==> src/rtl/berc_pkg.sv <==
`default_nettype none
// ----------------------------------------------------------------------------
// berc_pkg
// Types, codes and helpers shared by the bit error rate checker modules.
// ----------------------------------------------------------------------------
package berc_pkg;

    localparam int DATA_W  = 16;
    localparam int ERRS_W  = 5;
    localparam int ACC_W   = 32;
    localparam int LEVEL_W = 9;

    localparam logic CMD_PUSH    = 1'b0;
    localparam logic CMD_COMPARE = 1'b1;

    localparam logic [ACC_W-1:0] ACC_MAX = {ACC_W{1'b1}};

    typedef enum logic [1:0] {
        ST_OK        = 2'd0,
        ST_OVERFLOW  = 2'd1,
        ST_UNDERFLOW = 2'd2
    } berc_status_t;

    typedef struct packed {
        logic              command;
        logic [DATA_W-1:0] data_word;
    } berc_in_t;

    typedef struct packed {
        logic [ERRS_W-1:0]  word_bit_errors;
        logic [ACC_W-1:0]   total_bit_errors;
        logic [ACC_W-1:0]   total_bits_compared;
        logic [LEVEL_W-1:0] reference_level;
        berc_status_t       status;
    } berc_out_t;

    // One classified item on its way from the front part to the back part.
    typedef struct packed {
        logic               counted;
        logic [DATA_W-1:0]  diff;
        logic [LEVEL_W-1:0] level;
        berc_status_t       status;
    } berc_op_t;

    // Counts set bits as four nibble sums added together.
    function automatic logic [ERRS_W-1:0] ones_in(input logic [DATA_W-1:0] v);
        logic [2:0]        nib [4];
        logic [ERRS_W-1:0] sum;
        for (int n = 0; n < 4; n++)
        begin
            nib[n] = 3'(v[4*n]) + 3'(v[4*n+1]) + 3'(v[4*n+2]) + 3'(v[4*n+3]);
        end
        sum = ERRS_W'(nib[0]) + ERRS_W'(nib[1]) + ERRS_W'(nib[2]) + ERRS_W'(nib[3]);
        return sum;
    endfunction

endpackage
`default_nettype wire

==> src/rtl/berc_ram.sv <==
`default_nettype none
// ----------------------------------------------------------------------------
// berc_ram
// Simple dual-port RAM with one write port and one registered read port.
// ----------------------------------------------------------------------------
module berc_ram #(
    parameter int WIDTH = 16,
    parameter int DEPTH = 256
) (
    input  wire logic                     clk,
    input  wire logic                     we,
    input  wire logic [$clog2(DEPTH)-1:0] waddr,
    input  wire logic [WIDTH-1:0]         wdata,
    input  wire logic                     re,
    input  wire logic [$clog2(DEPTH)-1:0] raddr,
    output logic      [WIDTH-1:0]         rdata
);

    logic [WIDTH-1:0] mem [DEPTH];

    always_ff @(posedge clk)
    begin
        if (we)
        begin
            mem[waddr] <= wdata;
        end
        if (re)
        begin
            rdata <= mem[raddr];
        end
    end

endmodule
`default_nettype wire

==> src/rtl/berc_front.sv <==
`default_nettype none
// ----------------------------------------------------------------------------
// berc_front
// Accepts items, keeps the reference FIFO pointers and classifies each item.
// ----------------------------------------------------------------------------
module berc_front
    import berc_pkg::*;
#(
    parameter int FIFO_DEPTH = 256,
    parameter int CMP_W      = 16
) (
    input  wire logic     clk,
    input  wire logic     rst_n,
    input  wire logic     item_valid,
    output logic          item_stall,
    input  wire berc_in_t item,
    input  wire logic     queue_full,
    output logic          op_valid,
    output berc_op_t      op
);

    localparam int IDX_W = $clog2(FIFO_DEPTH);
    localparam int CNT_W = $clog2(FIFO_DEPTH + 1);

    logic [IDX_W-1:0] wr_idx_reg, wr_idx_next;
    logic [IDX_W-1:0] rd_idx_reg, rd_idx_next;
    logic [CNT_W-1:0] count_reg, count_next;

    logic               s1_valid_reg, s1_valid_next;
    logic               s1_counted_reg;
    logic [CMP_W-1:0]   s1_word_reg;
    logic [LEVEL_W-1:0] s1_level_reg;
    berc_status_t       s1_status_reg;

    logic             accept;
    logic             is_push;
    logic             fifo_full;
    logic             fifo_empty;
    logic             do_write;
    logic             do_read;
    logic [CMP_W-1:0] word;
    logic [CMP_W-1:0] ref_word;
    berc_status_t     status_next;

    assign item_stall = s1_valid_reg && queue_full;
    assign accept     = item_valid && !item_stall;
    assign is_push    = (item.command == CMD_PUSH);
    assign fifo_full  = (count_reg == CNT_W'(FIFO_DEPTH));
    assign fifo_empty = (count_reg == '0);
    assign do_write   = accept && is_push && !fifo_full;
    assign do_read    = accept && !is_push && !fifo_empty;
    assign word       = item.data_word[CMP_W-1:0];

    berc_ram #(
        .WIDTH (CMP_W),
        .DEPTH (FIFO_DEPTH)
    ) u_store (
        .clk   (clk),
        .we    (do_write),
        .waddr (wr_idx_reg),
        .wdata (word),
        .re    (do_read),
        .raddr (rd_idx_reg),
        .rdata (ref_word)
    );

    always_comb
    begin
        wr_idx_next = wr_idx_reg;
        rd_idx_next = rd_idx_reg;
        count_next  = count_reg;
        status_next = ST_OK;
        if (do_write)
        begin
            wr_idx_next = (wr_idx_reg == IDX_W'(FIFO_DEPTH - 1)) ? '0 : wr_idx_reg + 1'b1;
            count_next  = count_reg + 1'b1;
        end
        if (do_read)
        begin
            rd_idx_next = (rd_idx_reg == IDX_W'(FIFO_DEPTH - 1)) ? '0 : rd_idx_reg + 1'b1;
            count_next  = count_reg - 1'b1;
        end
        if (is_push && fifo_full)
        begin
            status_next = ST_OVERFLOW;
        end
        else if (!is_push && fifo_empty)
        begin
            status_next = ST_UNDERFLOW;
        end

        s1_valid_next = s1_valid_reg;
        if (accept)
        begin
            s1_valid_next = 1'b1;
        end
        else if (!queue_full)
        begin
            s1_valid_next = 1'b0;
        end
    end

    always_ff @(posedge clk or negedge rst_n)
    begin
        if (!rst_n)
        begin
            wr_idx_reg   <= '0;
            rd_idx_reg   <= '0;
            count_reg    <= '0;
            s1_valid_reg <= 1'b0;
        end
        else
        begin
            wr_idx_reg   <= wr_idx_next;
            rd_idx_reg   <= rd_idx_next;
            count_reg    <= count_next;
            s1_valid_reg <= s1_valid_next;
        end
    end

    always_ff @(posedge clk)
    begin
        if (accept)
        begin
            s1_counted_reg <= do_read;
            s1_word_reg    <= word;
            s1_level_reg   <= LEVEL_W'(count_next);
            s1_status_reg  <= status_next;
        end
    end

    // The store's read data arrives together with the staged item.
    assign op_valid   = s1_valid_reg && !queue_full;
    assign op.counted = s1_counted_reg;
    assign op.diff    = s1_counted_reg ? DATA_W'(ref_word ^ s1_word_reg) : '0;
    assign op.level   = s1_level_reg;
    assign op.status  = s1_status_reg;

endmodule
`default_nettype wire

==> config.mk <==
export PLATFORM = sky130hd
export DESIGN_NAME = berc_front
export DESIGN_NICKNAME = d
export VERILOG_FILES = /design/src/rtl/berc_pkg.sv /design/src/rtl/berc_ram.sv /design/src/rtl/berc_front.sv
export SDC_FILE = /design/constraint.sdc
export NUM_CORES = 2
export LEC_CHECK = 0
export BUFFER_PORTS_ARGS = -buffer_cell sky130_fd_sc_hd__buf_2
export CAP_MARGIN = 20
export CELL_PAD_IN_SITES_DETAIL_PLACEMENT = 1
export CELL_PAD_IN_SITES_GLOBAL_PLACEMENT = 2
export CORE_MARGIN = 1.5
export CORE_UTILIZATION = 46
export CTS_CLUSTER_SIZE = 10
export DETAILED_ROUTE_END_ITERATION = 12
export PLACE_DENSITY_LB_ADDON = 0.1
export SETUP_SLACK_MARGIN = 0.2
export SLEW_MARGIN = 10
export SYNTH_ARGS = -nofsm -noshare
export SYNTH_HDL_FRONTEND = slang
export SYNTH_SLANG_ARGS = --single-unit
==> constraint.sdc <==
create_clock -name clk -period 3.8 [get_ports clk]
set_clock_uncertainty 0.1 [all_clocks]
set_input_delay 0.57 -clock clk [delete_from_list [all_inputs] [get_ports clk]]
set_output_delay 0.57 -clock clk [all_outputs]
set_load 0.03 [all_outputs]
==> run summary <==
The largest net degree at the start of global routing came out at 128. The switching component of the power came out at 39.3 mW. The layout filler cell count is 29500. The die covers 353000 µm². The detailed-route wire length per cell came out at 39.4 µm. The worst setup path is of the register to register kind. The number of flip-flops in the largest register is 4096. The initialized floorplan defines 216 standard-cell rows. The worst slew margin relative to its limit is 0.202.

The largest total area in the synthesized netlist belongs to sky130_fd_sc_hd__edfxtp_1. The DRC violation total after the first TritonRoute iteration came out at 10700. At the end of the flow, the number of nets in the layout was 8340. The most instantiated flip-flop cell in the synthesis netlist is sky130_fd_sc_hd__edfxtp_1. The global-route congestion overflow total came out at 0. Derived from the worst setup path, the maximum achievable clock frequency is 262 MHz. The worst reg2reg path depth is 10.

The layout overhead on the synthesized area is 17.3%. The power density of the placed cells is 679 nW/µm². The setup check on the worst reg-to-reg path leaves a slack of -0.01 ns. STA classifies the critical path endpoint as a register. The internal portion of the total power is 88.6 mW. The DRC violation count after routing is 0. The area of the mapped netlist came out at 161000 µm². The final max-slew violation count came out at 0. The first global-routing pass estimated 710000 µm of wire. The starting utilization of the core area came out at 0.463. The residual antenna-violating net count after detailed routing is 0.

Yosys attributes the largest share of cell area to sky130_fd_sc_hd__edfxtp_1 77%, sky130_fd_sc_hd__mux4_2 14%, sky130_fd_sc_hd__mux2i_1 2.0%. The weighted congestion at the end of routability-driven global placement came out at 0.874. The startpoint identified for the worst register-to-register timing path is rd_idx_reg[2]$_DFFE_PN0P_. Of all flip-flops after synthesis, the portion carrying an async set or reset was 0.00624.

The unique cell type count in the Yosys netlist came out at 72. The overall global routing resource usage is 0.290. The number of H-tree levels is 5.

The final standard cell area without fillers is 188000 µm². The number of global-route vias before repair is 85100. The final layout contains routed wiring with a total length of 514000 µm. The final number of setup-violating endpoints is 1. The startpoint identified for the worst hold timing path is item[5]. The number of flops mapped to enable cells by yosys came out at 4140. During synthesis, Yosys emitted a total of 0 warnings. The overall via count from detail_route is 82900. The core region area came out at 347000 µm². The post-route clock period utilization came out at 1.00. STA classifies the critical path startpoint as a register. The cell count after synthesis is 7236. The number of I/O port buffers is 50.

The endpoint arrival time on the critical path is 4.52 ns. The library cells used most frequently in the layout, excluding fill and tap cells, are 4140 x sky130_fd_sc_hd__edfxtp_1, 998 x sky130_fd_sc_hd__mux4_2, 726 x sky130_fd_sc_hd__buf_4, 478 x sky130_fd_sc_hd__clkbuf_16, 324 x sky130_fd_sc_hd__mux2i_1. For the worst-skew pair, the clock arrives at the later sink with an insertion delay of 1.02 ns. The share of layout cells above drive strength 1 is 0.329. After detailed routing, the number of vias per cell comes to 6.35.

The die is 594 µm wide. In this run the cell area measured after placement is 174000 µm². The setup TNS came out at -0.0126 ns. Setup repair after global routing could not meet its margin everywhere. For hold timing, the worst endpoint is u_store.mem[38][5]$_DFFE_PP_.

The worst hold path class is input pin to register. The run finished, with violations left. The worst-path maximum fanout came out at 14. The clock input transition at the sequential cells of the worst setup and hold paths is 0.06 ns. The share of synthesized area occupied by flip-flops and latches is 0.778.

Leaving out fill and tap cells, the most frequent cell in the layout is sky130_fd_sc_hd__edfxtp_1. The end-of-flow core utilization came out at 0.543. The die extent in y is 594 µm. Along the worst hold path, the cell count comes to 1.

The number of sinks driven by the clock tree came out at 4166. The final critical-path setup slack came out at -0.0126 ns. The share of synthesized area in the top cell type comes to 0.774. The switching share of power came out at 0.307. The tree is rooted in a sky130_fd_sc_hd__clkbuf_16. The endpoint identified for the worst register-to-register timing path is u_store.rdata[15]$_DFFE_PP_. The final hold violation count is 0. The detailed-router iteration count before antenna repair is 5.

The leakage power summed over all cells came out at 60.1 nW. The data required time of the worst path came out at 4.51 ns. The total clock buffers created by CTS came out at 468.

The sequential share of power is 0.401. The number of max-capacitance violations reported came out at 0. 51 I/O pins were placed. Of the total power, combinational logic draws 0.287. The buffer depth of the longest clock path is 4. The checks that failed: negative setup slack. After layout, the minimum clock period comes to 3.81 ns. Synthesis inferred 4166 register bits.

The TritonCTS clock tree is yes. A synthesized cell averages 22.2 µm². The initial antenna violation count came out at 25. The HPWL after detailed placement came out at 321000 µm. The clock group share of total power came out at 0.312. VDD sags by at most 0.493 mV.

The number of nets handed over by synthesis was 7264. The total design power is 128 mW. The slew at the pin closest to its max-slew limit came out at 1.20 ns.
[routing by layer]
| metal | track usage | vias to the layer above | share of wire |
|---|---|---|---|
| met5 | 0 | - | 0.00010 |
| met4 | 0.103 | 8 | 0.042 |
| met3 | 0.0439 | 793 | 0.075 |
| met2 | 0.453 | 3716 | 0.47 |
| met1 | 0.419 | 45800 | 0.42 |
| li1 | - | 32700 | - |
[logic make-up after synthesis]
family / Yosys count / synth area share
buf+inv: 438 / 0.0158
mux: 1330 / 0.161
simple gates: 662 / 0.0174
flops: 4166 / 0.778
compound gates: 603 / 0.0259
fa+ha+maj: 7 / 0.000545
xor+xnor: 30 / 0.00164
[power groups by stage]
stage                     sequential [mW]  clock (mW)  combinational (mW)
after floorplan                      52.0           0                18.6
after global placement               52.3           0                35.1
after detailed placement             52.3           0                35.4
after CTS                            51.2        40.5                36.2
after global routing                 51.3        41.9                37.9
final                                51.3        39.9                36.7
[cell usage after synthesis (all sizes together) (5+ instances only)]
| cell type | number |
|---|---|
| edfxtp | 4140 |
| mux4 | 998 |
| mux2i | 328 |
| nor2 | 327 |
| buf | 271 |
| nand2 | 192 |
| clkbuf | 152 |
| a21oi | 129 |
| o21ai | 93 |
| a221oi | 86 |
| o22ai | 57 |
| o221ai | 43 |
| a22oi | 42 |
| nand3 | 40 |
| a211oi | 30 |
| dfrtp | 26 |
| and2 | 25 |
| xor2 | 21 |
| a31oi | 19 |
| o211ai | 19 |
| nand4 | 16 |
| and3 | 14 |
| nor2b | 14 |
| nor3 | 14 |
| inv | 11 |
| a2111oi | 10 |
| o31ai | 9 |
| xnor2 | 9 |
| a21o | 7 |
| ha | 7 |
| a221o | 6 |
| a311oi | 6 |
| o22a | 5 |
| o32ai | 5 |
[worst max path at each step]
stage	from	to	depth (start not counted)	slack (ns)
global route	rd_idx_reg[0]$_DFFE_PN0P_	u_store.rdata[11]$_DFFE_PP_	15	0.04
floorplan	queue_full	u_store.mem[223][0]$_DFFE_PP_	9	0.29
global placement	rd_idx_reg[0]$_DFFE_PN0P_	u_store.rdata[13]$_DFFE_PP_	11	-0.89
finish	rd_idx_reg[2]$_DFFE_PN0P_	u_store.rdata[15]$_DFFE_PP_	10	-0.01
CTS	rd_idx_reg[0]$_DFFE_PN0P_	u_store.rdata[15]$_DFFE_PP_	9	-0.02
detailed placement	rd_idx_reg[0]$_DFFE_PN0P_	u_store.rdata[6]$_DFFE_PP_	9	-0.72
[what timing repair did]
action                                 in CTS  in global routing
hold buffers                               13                  0
gates resized for setup                    66                 63
pin swaps                                   5                 14
buffers inserted                           12                 55
cloned                                      3                  1
setup endpoints to repair                 868                654
endpoints found under the hold margin     208                  0
[layout make-up]
cell class / count / area, µm² / share of cell area
sequential: 4166 / 125000 / 0.663
clock inverter: 48 / 478 / 0.00254
antenna: 10 / 25.0 / 0.000133
multi-input combinational: 2632 / 34000 / 0.181
tap: 4578 / 5730 / 0.0304
inverter: 15 / 78.8 / 0.000418
timing repair buffer: 1029 / 10700 / 0.0570
clock buffer: 585 / 12400 / 0.0655
[per-stage QoR]
| step | hold WS, ns | setup slack [ns] | cells |
|---|---|---|---|
| floorplan | 0.174 | 0.293 | 7236 |
| global placement | 0.415 | -0.889 | 12300 |
| detailed placement | 0.410 | -0.721 | 12300 |
| CTS | 0.00687 | -0.0151 | 13000 |
| global route | 0.0156 | 0.0443 | 13100 |
| finish | 0.0621 | -0.0126 | 13100 |
[worst max-delay path, cell delays in order (launching register included)]
cell	delay (ns)
sky130_fd_sc_hd__dfrtp_4	0.62
sky130_fd_sc_hd__buf_12	0.23
sky130_fd_sc_hd__nor2b_4	0.10
sky130_fd_sc_hd__buf_4	0.20
sky130_fd_sc_hd__buf_4	0.19
sky130_fd_sc_hd__a221oi_2	0.38
sky130_fd_sc_hd__a21oi_1	0.12
sky130_fd_sc_hd__o211ai_1	0.49
sky130_fd_sc_hd__o211ai_1	0.54
sky130_fd_sc_hd__a221o_1	0.50
sky130_fd_sc_hd__o221ai_1	0.07
No activity file was read; power rests on OpenSTA's default activity.
